===== src/rtl/assert_macros.svh =====
// Assertion macros used by the position hash top level.
// Plain text macros only; no other dependencies.
`ifndef ASSERT_MACROS_SVH
`define ASSERT_MACROS_SVH

// Implication or plain property, clocked, reset-gated.
`define LPPH_ASSERT(label, clk, rst_n, prop, msg) \
    label: assert property (@(posedge clk) disable iff (!rst_n) prop) else $error(msg);

// Condition that must never be seen.
`define LPPH_NEVER(label, clk, rst_n, cond, msg) \
    label: assert property (@(posedge clk) disable iff (!rst_n) !(cond)) else $error(msg);

`endif


===== src/rtl/lpph_pkg.sv =====
// Types and constants for the linear-probe position hash.
// Used by lpph_home and linear_probe_position_hash; no dependencies.
package lpph_pkg;

    localparam int unsigned KEY_W    = 32;
    localparam int unsigned HANDLE_W = 16;
    localparam int unsigned SWEEP_W  = 8;
    localparam int unsigned KIND_W   = 2;
    localparam int unsigned STATUS_W = 3;

    // s_tdata layout, lowest bit first
    localparam int unsigned KX_LSB  = 0;
    localparam int unsigned KZ_LSB  = KX_LSB + KEY_W;
    localparam int unsigned HD_LSB  = KZ_LSB + KEY_W;
    localparam int unsigned SB_LSB  = HD_LSB + HANDLE_W;
    localparam int unsigned S_DATA_W = SB_LSB + SWEEP_W;   // 88, whole bytes
    localparam int unsigned M_DATA_W = HANDLE_W;

    typedef enum logic [KIND_W-1:0] {
        KIND_INSERT = 2'd0,
        KIND_LOOKUP = 2'd1,
        KIND_SWEEP  = 2'd2
    } kind_t;

    typedef enum logic [STATUS_W-1:0] {
        STAT_STORED   = 3'd0,
        STAT_HIT      = 3'd1,
        STAT_MISS     = 3'd2,
        STAT_FULL     = 3'd3,
        STAT_RELEASED = 3'd4,
        STAT_NONE     = 3'd5
    } status_t;

    typedef enum logic [2:0] {
        ST_CLEAR,
        ST_IDLE,
        ST_HASH,
        ST_CHECK,
        ST_RESP
    } state_t;

    // one bucket as stored in the table RAM
    typedef struct packed {
        logic                occupied;
        logic                active;
        logic [HANDLE_W-1:0] handle;
        logic [KEY_W-1:0]    key_z;
        logic [KEY_W-1:0]    key_x;
    } entry_t;

endpackage


===== src/rtl/lpph_home.sv =====
// Home bucket unit: h = x + 31*z mod 2^32, then h mod TABLE_SIZE.
// Power-of-two sizes take the low bits; other sizes use a reciprocal
// multiply, a back-multiply and one compare-subtract. Uses lpph_pkg.
module lpph_home #(
    parameter int unsigned TABLE_SIZE = 256
) (
    input  logic                           aclk,
    input  logic                           aresetn,
    input  logic                           start,
    input  logic [lpph_pkg::KEY_W-1:0]     key_x,
    input  logic [lpph_pkg::KEY_W-1:0]     key_z,
    output logic                           done,
    output logic [$clog2(TABLE_SIZE)-1:0]  bucket
);

    localparam int unsigned AW = $clog2(TABLE_SIZE);
    localparam int unsigned KW = lpph_pkg::KEY_W;
    localparam int unsigned PW = 2 * KW;
    localparam bit IS_POW2 = ((TABLE_SIZE & (TABLE_SIZE - 1)) == 0);
    // floor(2^32 / TABLE_SIZE): the quotient estimate is short by at most one
    localparam logic [KW-1:0] RECIP = KW'((64'd1 << KW) / TABLE_SIZE);
    localparam logic [KW-1:0] TSIZE = KW'(TABLE_SIZE);

    logic                       busy_reg, busy_next;
    logic                       done_reg, done_next;
    logic [KW-1:0]              h_reg, h_next;
    logic [PW-1:0]              prod_reg, prod_next;
    logic [KW-1:0]              rem_reg, rem_next;
    logic [1:0]                 step_reg, step_next;
    logic [AW-1:0]              bucket_reg, bucket_next;

    always_ff @(posedge aclk) begin
        if (!aresetn) begin
            busy_reg <= 1'b0;
            done_reg <= 1'b0;
        end else begin
            busy_reg <= busy_next;
            done_reg <= done_next;
        end
        h_reg      <= h_next;
        prod_reg   <= prod_next;
        rem_reg    <= rem_next;
        step_reg   <= step_next;
        bucket_reg <= bucket_next;
    end

    always_comb begin
        busy_next   = busy_reg;
        done_next   = 1'b0;
        h_next      = h_reg;
        prod_next   = prod_reg;
        rem_next    = rem_reg;
        step_next   = step_reg;
        bucket_next = bucket_reg;
        if (start) begin
            // 31*z as (z << 5) - z
            h_next    = key_x + {key_z[KW-6:0], 5'b0} - key_z;
            step_next = '0;
            busy_next = 1'b1;
        end else if (busy_reg) begin
            if (IS_POW2) begin
                bucket_next = h_reg[AW-1:0];
                done_next   = 1'b1;
                busy_next   = 1'b0;
            end else begin
                case (step_reg)
                    2'd0: begin
                        prod_next = PW'(h_reg) * PW'(RECIP);
                        step_next = 2'd1;
                    end
                    2'd1: begin
                        rem_next  = h_reg - KW'(prod_reg[PW-1:KW] * TSIZE);
                        step_next = 2'd2;
                    end
                    default: begin
                        // remainder estimate is below 2*TABLE_SIZE
                        if (rem_reg >= TSIZE) begin
                            bucket_next = AW'(rem_reg - TSIZE);
                        end else begin
                            bucket_next = AW'(rem_reg);
                        end
                        done_next = 1'b1;
                        busy_next = 1'b0;
                    end
                endcase
            end
        end
    end

    assign done   = done_reg;
    assign bucket = bucket_reg;

endmodule


===== config.mk =====
export PLATFORM = sky130hd
export DESIGN_NAME = lpph_home
export DESIGN_NICKNAME = d
export VERILOG_FILES = /design/src/rtl/assert_macros.svh /design/src/rtl/lpph_pkg.sv /design/src/rtl/lpph_home.sv
export SDC_FILE = /design/constraint.sdc
export NUM_CORES = 1
export LEC_CHECK = 0
export BUFFER_PORTS_ARGS = -buffer_cell sky130_fd_sc_hd__buf_4
export CAP_MARGIN = 5
export CORE_AREA = 2 2 52 54
export DETAILED_ROUTE_END_ITERATION = 8
export DIE_AREA = 0 0 54 56
export PLACE_DENSITY = 0.84
export SYNTH_ARGS = -nofsm -noshare
export SYNTH_HDL_FRONTEND = slang
export SYNTH_SLANG_ARGS = --single-unit

===== constraint.sdc =====
create_clock -name aclk -period 2.9 [get_ports aclk]
set_input_delay 0.29 -clock aclk [delete_from_list [all_inputs] [get_ports aclk]]
set_output_delay 0.29 -clock aclk [all_outputs]
set_load 0.005 [all_outputs]

==> reports/results.txt, run 1 <==
Die area: 3020 um^2
Synthesized area: 952 um^2
Drt drc: 0
Status: completed
Most frequent cells in the layout: 27 x buf_4, 16 x edfxtp_1, 15 x inv_1
Cell count after synthesis: 72
# IOs: 76
Total Routing Usage GR: 0.113
Part of the cycle the worst path needs: 0.644
GP Congestion: 0.735
Crit path DAT: 1.91 ns
Port Buffer Count: 27
Resized Gates After CTS: 0
CP max stage delay: 0.43 ns
Tmin final: 1.87 ns
Layout Skew: 0.00291 ns
Worst Hold Class: in2reg
Worst skew pair latency: 0.28 ns
# rows: 18
Grt total ovfl: 0
Final #Nets: 185
Hold Startpoint: aresetn
Area grow syn2layout: 28.0%
RSZ-0062 raised after global routing: no
Antenna Cells: 0
Iter 0 DRT Violations: 4
Die Ht: 56 um
Final ANT Viol Nets: 0
Vias per std cell: 4.44
CP max FO: 2
Clock network fraction of total power: 0.207
CTS Hold Bufs: 0
Crit. End Element: flip-flop
CP cell instances: buf_4, inv_1, ha_1, ha_1, inv_1, fa_1, nor2b_4, o31a_1, o22ai_2, xnor2_1
Comb pwr share: 0.229
Least-Margin Pin Slew: 0.675 ns
CTS Buf Count: 3
Setup_tns: 0 ns
Synth Register Bits: 18
Final hold viol count: 0
Setup crit start kind: input port
Worst path slowest cell: fa_1
Layout cells sized above 1: 0.311
Clock transition at path regs: 0.09 ns
Post-DR wirelength/cell: 11.3 um
Initial antenna violation count: 0
Core ar.: 2430 um^2
Ys Warns: 0
Initial core utilization: 0.391
Root buf cell: clkbuf_4
Syn Nets: 153
LEAKAGE: 0.553 nW
CP Class: in2reg
Syn avg cell area: 13.2 um^2
Internal Pwr Total: 0.447 mW
Non-Filler Instances: 133
Worst slew margin: 0.549
Die width: 54 um
Worst setup path startpoint: key_z[1]
Number of library cell types mapped by synthesis: 19
Sw power: 0.135 mW
Leading cell type in the layout, fill and taps excluded: buf_4
First-pass GRT wire length: 2480 um
Placed Cells: 129
First-pass iteration count of the detailed router: 4
Fmax: 0.535 GHz
Vias in the first global route: 665
Bufs on Longest Clock Path: 2
Crit Reg-Reg Startpoint: busy_reg$_SDFF_PN0_
Final setup viols: 0
Max cap viols: 0
DP Area: 1190 um^2
H-tree level count: 1
CTS tree: done
Bufs and invs on worst path: 3
Part of the power in registers: 0.565
DP HPWL: 1310 um
Post-synthesis sequential area ratio: 0.547
Worst path top cell family by delay: adder cells
Total setup buffers inserted after CTS: 0
Sw Share: 0.232
WL final: 1500 um
Pins Over Slew Limit: 0
Fin area: 1220 um^2
Vias: 591
Max IR drop VDD: 287 uV
Pin count of the biggest net entering global routing: 11
Num Clock Sinks: 18
Req. time, crit path: 2.94 ns
Power Density: 478 nW/um^2
WHS: 0.213 ns
[cell type report]
class	instances	area (um^2)
Inverter	15	56.3
Sequential cell	18	520
Timing Repair Buffer	27	203
Clock buffer	4	26.3
Tap cell	30	37.5
Multi-Input combinational cell	39	375
Fill cell	222	1210
[per-layer routing]
layer  vias to the layer above  global-route usage  part of all wire
met4                         0              0.0643             0.023
met5                         -                   0                 0
li1                        301                   -                 -
met1                       263               0.106              0.34
met3                         4              0.0188             0.061
met2                        23               0.214              0.58
[cells in the mapped netlist (all sizes together)]
cell type / n / area (um^2)
or2: 1 / 6.26
inv: 15 / 56.3
o21ai: 1 / 5.00
o211ai: 1 / 7.51
xor2: 1 / 8.76
ha: 11 / 138
edfxtp: 16 / 480
nor2b: 3 / 26.3
dfxtp: 2 / 40.0
nor2: 2 / 7.51
nand2: 2 / 7.51
o21a: 1 / 7.51
a21oi: 3 / 15.0
xnor2: 6 / 52.6
o31a: 1 / 8.76
fa: 3 / 60.1
o22ai: 1 / 12.5
and2: 2 / 12.5
[worst paths after layout]
check	endpoint	slack (ns)	depth (start not counted)
setup / recovery	h_reg[7]$_DFFE_PP_	1.03	10
hold / removal	done$_SDFF_PP0_	0.21	2
setup reg to reg	bucket[5]$_DFFE_PP_	1.67	1
hold reg to reg	bucket[2]$_DFFE_PP_	0.42	0
[power by group through the flow]
| stage | registers [mW] | clock network, mW | logic (mW) |
|---|---|---|---|
| 2_1_floorplan | 0.333 | 0 | 0.0882 |
| 3_3_place_gp | 0.333 | 0 | 0.127 |
| 3_5_place_dp | 0.336 | 0 | 0.135 |
| 4_1_cts | 0.330 | 0.127 | 0.136 |
| 5_1_grt | 0.331 | 0.138 | 0.152 |
| 6_report | 0.329 | 0.120 | 0.133 |
[stage by stage]
step | power [mW] | utilization | setup slack, ns
final | 0.582 | 0.501 | 1.03
after global routing | 0.621 | 0.501 | 0.970
after CTS | 0.592 | 0.501 | 1.03
after detailed placement | 0.470 | 0.490 | 0.741
after global placement | 0.460 | 0.490 | 0.782
after floorplan | 0.421 | - | 0.959
[kinds of logic (layout without fill, tap and decap cells)]
| logic type | Yosys count | after routing | share of synthesized area |
|---|---|---|---|
| buffers and inverters | 15 | 46 | 0.0591 |
| adder cells (fa/ha/maj) | 14 | 14 | 0.208 |
| XOR/XNOR | 7 | 7 | 0.0644 |
| AO/OA/AOI/OAI | 8 | 8 | 0.0591 |
| AND/OR/NAND/NOR | 10 | 10 | 0.0631 |
| flip-flops | 18 | 18 | 0.547 |
Power figures use the tool's default switching activity.
==> inputs of run 2 (changes only) <==
Settings changed: CORE_AREA 2 2 52 54 to 2 2 54 56, DIE_AREA 0 0 54 56 to 0 0 56 58, PLACE_DENSITY 0.84 to 0.78.
Clock period 2.9 ns to 1.8 ns, I/O delays scaled along.
==> reports/results.txt, run 2 (synthesized netlist as in run 1, its figures left out) <==
Part of the cycle the worst path needs: 0.905
# rows: 19 (+1)
Worst slew margin: 0.880 (+0.331)
Final hold viol count: 0 (unchanged)
Vias per std cell: 4.41 (-0.79%)
Bufs on Longest Clock Path: 2 (unchanged)
GP Congestion: 0.668 (-9.2%)
Leading cell type in the layout, fill and taps excluded: buf_4
Setup_tns: 0 ns (unchanged)
Die width: 56 um (+3.7%)
Core ar.: 2660 um^2 (+9.5%)
CP cell instances: buf_4, inv_1, ha_1, ha_1, inv_1, fa_2, nor2b_4, o31a_1, o22ai_2, xnor2_1
CTS tree: done
Num Clock Sinks: 18 (unchanged)
Die Ht: 58 um (+3.6%)
WL final: 1420 um (-5.7%)
DP HPWL: 1310 um (-0.20%)
Grt total ovfl: 0 (unchanged)
Least-Margin Pin Slew: 0.179 ns (-0.496 ns)
Multi-input logic area: 378 um^2 (+0.67%)
RSZ-0062 raised after global routing: no
Fmax: 0.614 GHz
Final ANT Viol Nets: 0 (unchanged)
Fin area: 1280 um^2 (+5.2%)
Grt met3 use: 0.0201 (+0.00127)
Total setup buffers inserted after CTS: 0 (unchanged)
Area grow syn2layout: 34.7%
DP Area: 1260 um^2 (+5.4%)
Worst Hold Class: in2reg
Req. time, crit path: 1.84 ns (-1.10 ns)
Pin count of the biggest net entering global routing: 11 (unchanged)
Resized Gates After CTS: 0 (unchanged)
Crit path DAT: 1.66 ns (-0.25 ns)
Post-DR wirelength/cell: 9.99 um (-12%)
Root buf cell: clkbuf_4
Power Density: 740 nW/um^2 (+55%)
Final #Nets: 193 (+4.3%)
Layout cells sized above 1: 0.369 (+0.0587)
Tmin final: 1.63 ns
LEAKAGE: 0.592 nW (+7.1%)
CP max FO: 2 (unchanged)
Drt drc: 0 (unchanged)
Iter 0 DRT Violations: 3 (-1)
Worst path slowest cell: fa_2
R2R Setup Slk: 0.89 ns (-0.78 ns)
CTS Hold Bufs: 0 (unchanged)
Crit Reg-Reg Startpoint: busy_reg$_SDFF_PN0_
Crit. End Element: flip-flop
First-pass GRT wire length: 2420 um (-2.3%)
Vias: 626 (+5.9%)
Clock transition at path regs: 0.09 ns (about the same)
Initial antenna violation count: 0 (unchanged)
Critical Path End: h_reg[7]$_DFFE_PP_
First-pass iteration count of the detailed router: 2 (-2)
# IOs: 76 (unchanged)
CTS Buf Count: 3 (unchanged)
Status: completed
Fillers: 254 (+14%)
Worst skew pair latency: 0.27 ns (about the same)
Initial core utilization: 0.358 (-0.0338)
Vias in the first global route: 628 (-5.6%)
Met2 usage: 0.190 (-0.0244)
CP Class: in2reg
Final setup viols: 0 (unchanged)
Setup crit start kind: input port
Total Routing Usage GR: 0.0961 (-0.0169)
Max cap viols: 0 (unchanged)
Max IR drop VDD: 403 uV (+41%)
Pins Over Slew Limit: 0 (unchanged)
Layout Skew: 0.00645 ns (+0.00353 ns)
Met1 GRT Util: 0.101 (-0.00501)
H-tree level count: 1 (unchanged)
Die area: 3250 um^2 (+7.4%)
CP max stage delay: 0.36 ns (-0.07 ns)
Worst flop-to-flop path endpoint: bucket[1]$_DFFE_PP_
Worst Reg-to-Reg Cells: 2 (+1)
Worst setup path startpoint: key_z[1]
Antenna Cells: 0 (unchanged)
Most frequent cells in the layout: 35 x buf_4, 16 x edfxtp_1, 15 x inv_1
Storage cell area: 520 um^2 (unchanged)
Final Util: 0.482 (-0.0194)
Top Usage Layer GRT: met2
Port Buffer Count: 27 (unchanged)
-- run 2: how the worst min path moves through the flow --
| stage | startpoint | end | slack, ns | depth (start not counted) |
|---|---|---|---|---|
| floorplan | start | h_reg[0]$_DFFE_PP_ | 0.29 | 0 |
| global placement | aresetn | done$_SDFF_PP0_ | 0.39 | 2 |
| detailed placement | h_reg[4]$_DFFE_PP_ | bucket[4]$_DFFE_PP_ | 0.41 | 0 |
| CTS | aresetn | busy_reg$_SDFF_PN0_ | 0.12 | 2 |
| global route | aresetn | busy_reg$_SDFF_PN0_ | 0.12 | 2 |
| finish | aresetn | busy_reg$_SDFF_PN0_ | 0.12 | 2 |
-- run 2: critical path, delay by kind of cell --
kind                     cells  cell delay [ns]
AND/OR/NAND/NOR              1             0.12
buffers and inverters        3             0.16
AO/OA/AOI/OAI                2             0.25
adder cells (fa/ha/maj)      3             0.81
XOR/XNOR                     1             0.13
-- run 2: cell type report --
class,instances,share of cell area
sequential,18,0.406
inverter,15,0.0439
clock buffer,3,0.0176
clock inverter,1,0.00293
timing repair buffer,35,0.205
multi-input combinational,39,0.295
tap,31,0.0302
-- run 2: report_power, final --
group	total [mW]	internal, mW	switching [mW]
logic	0.237	0.136	0.101
clock network	0.183	0.0801	0.102
registers	0.529	0.520	0.00946
-- run 2: routing by layer --
| layer | up-vias | routed length [um] |
|---|---|---|
| met2 | 21 | 838 |
| met1 | 284 | 474 |
| met5 | - | 0 |
| met4 | 0 | 7 |
| met3 | 2 | 99 |
| li1 | 319 | - |
-- run 2: per-stage QoR --
step                setup slack (ns)  hold WS [ns]  total power, mW  cells
CTS                            0.148         0.123            0.968    142
finish                         0.171         0.124            0.949    142
detailed placement            -0.149         0.406            0.782    138
global placement              -0.102         0.390            0.768    138
floorplan                     0.0364         0.292            0.680     72
global route                  0.0907         0.122             1.02    142
==> inputs of run 3 (changes only) <==
Settings changed: RECOVER_POWER set to 25.
==> reports/results.txt, run 3 (synthesized netlist as in run 1, its figures left out) <==
CP Class: in2reg
Most frequent cells in the layout: 33 x buf_4, 16 x edfxtp_1, 15 x inv_1
WL final: 1420 um (-0.28%)
Leading cell type in the layout, fill and taps excluded: buf_4
Layout Skew: 0.00644 ns (-0.00000358 ns)
Pin count of the biggest net entering global routing: 11 (unchanged)
First-pass iteration count of the detailed router: 2 (unchanged)
GP Congestion: 0.668 (unchanged)
Die area: 3250 um^2 (unchanged)
Pwr Total: 0.947 mW (-0.20%)
Setup crit start kind: input port
Tmin final: 1.63 ns (+0.00000500 ns)
CTS Hold Bufs: 0 (unchanged)
Post-DR wirelength/cell: 9.96 um (-0.28%)
Clock transition at path regs: 0.09 ns (about the same)
Final setup viols: 0 (unchanged)
Final hold viol count: 0 (unchanged)
Vias in the first global route: 628 (unchanged)
Status: completed
Root buf cell: clkbuf_4
R2R Setup Slk: 0.89 ns (about the same)
Req. time, crit path: 1.84 ns (about the same)
Power Density: 743 nW/um^2 (+0.39%)
Crit Reg-Reg Startpoint: busy_reg$_SDFF_PN0_
Worst setup path startpoint: key_z[1]
Vias: 626 (unchanged)
Bufs on Longest Clock Path: 2 (unchanged)
Layout cells sized above 1: 0.351 (-0.0180)
Die Ht: 58 um (unchanged)
Worst Hold Class: in2reg
LEAKAGE: 0.585 nW (-1.2%)
Pins Over Slew Limit: 0 (unchanged)
Initial core utilization: 0.358 (unchanged)
Num Clock Sinks: 18 (unchanged)
Total setup buffers inserted after CTS: 0 (unchanged)
Non-Filler Instances: 142 (unchanged)
Final Util: 0.479 (-0.00282)
Placed Cells: 138 (unchanged)
Vias per std cell: 4.41 (unchanged)
Routed wl met3: 98 um (-1.0%)
Least-Margin Pin Slew: 0.468 ns (+0.289 ns)
Port Buffer Count: 27 (unchanged)
M1 wire length: 471 um (-0.63%)
First-pass GRT wire length: 2420 um (unchanged)
Total Routing Usage GR: 0.0961 (unchanged)
Fmax: 0.614 GHz (about the same)
Die width: 56 um (unchanged)
Final #Nets: 193 (unchanged)
Worst path slowest cell: fa_2
Core ar.: 2660 um^2 (unchanged)
# rows: 19 (unchanged)
H-tree level count: 1 (unchanged)
Max IR drop VDD: 403 uV (about the same)
CP max stage delay: 0.36 ns (about the same)
RSZ-0062 raised after global routing: no
Area grow syn2layout: 33.9%
Worst skew pair latency: 0.27 ns (about the same)
Critical Path End: h_reg[7]$_DFFE_PP_
Resized Gates After CTS: 0 (unchanged)
Storage cell area: 520 um^2 (unchanged)
Worst flop-to-flop path endpoint: bucket[1]$_DFFE_PP_
DP HPWL: 1310 um (unchanged)
CTS Buf Count: 3 (unchanged)
Final ANT Viol Nets: 0 (unchanged)
# IOs: 76 (unchanged)
Max cap viols: 0 (unchanged)
CTS tree: done
Worst slew margin: 0.688 (-0.192)
Grt total ovfl: 0 (unchanged)
Multi-input logic area: 378 um^2 (unchanged)
Worst Reg-to-Reg Cells: 2 (unchanged)
CP cell instances: buf_4, inv_1, ha_1, ha_1, inv_1, fa_2, nor2b_4, o31a_1, o22ai_2, xnor2_1
Part of the cycle the worst path needs: 0.905 (about the same)
Iter 0 DRT Violations: 3 (unchanged)
Max layer used: met4
CP max FO: 2 (unchanged)
Routed wire length on met2: 837 um (-0.12%)
Drt drc: 0 (unchanged)
Setup_tns: 0 ns (unchanged)
Antenna Cells: 0 (unchanged)
Crit path DAT: 1.66 ns (about the same)
Initial antenna violation count: 0 (unchanged)
Crit. End Element: flip-flop
Fillers: 258 (+1.6%)
## run 3: cell count changes in the layout (fill, tap and decap cells not counted)
cell | previous run | this run
buf_4 | 35 | 33
clkbuf_1 | 0 | 2
## run 3: how the worst min path moves through the flow
stage,from,end,cells past startpoint
2_1_floorplan,start,h_reg[0]$_DFFE_PP_,0
3_3_place_gp,aresetn,done$_SDFF_PP0_,2
3_5_place_dp,h_reg[4]$_DFFE_PP_,bucket[4]$_DFFE_PP_,0
4_1_cts,aresetn,busy_reg$_SDFF_PN0_,2
5_1_grt,aresetn,busy_reg$_SDFF_PN0_,2
6_report,aresetn,busy_reg$_SDFF_PN0_,2
## run 3: critical path: cells and delay by family
family          cells  cell delay (ns)
fa+ha+maj           3             0.81
buf+inv             3             0.16
xor+xnor            1             0.13
simple gates        1             0.12
compound gates      2             0.25
## run 3: per-stage QoR
stage | area, um^2 | hold slack, ns | setup WS, ns
after floorplan | 955 | 0.292 | 0.0364
after global placement | 1260 | 0.390 | -0.102
after detailed placement | 1260 | 0.406 | -0.149
after CTS | 1280 | 0.123 | 0.148
after global routing | 1270 | 0.122 | 0.0907
final | 1270 | 0.124 | 0.171
## run 3: layout make-up
class / count / share of cell area
Sequential cell: 18 / 0.408
Multi-Input combinational cell: 39 / 0.296
Timing Repair Buffer: 35 / 0.200
Inverter: 15 / 0.0442
Tap cell: 31 / 0.0304
Clock buffer: 3 / 0.0177
Clock inverter: 1 / 0.00294
## run 3: power by group
group	switching [mW]	internal [mW]	leakage, nW	total [mW]
logic	0.101	0.134	0.401	0.235
clock network	0.102	0.0801	0.0154	0.183
registers	0.00946	0.520	0.168	0.529
## run 3: per-layer routing
metal / vias up / global-route usage
met1: 284 / 0.101
li1: 319 / -
met4: 0 / 0.0306
met2: 21 / 0.190
met3: 2 / 0.0201
met5: - / 0
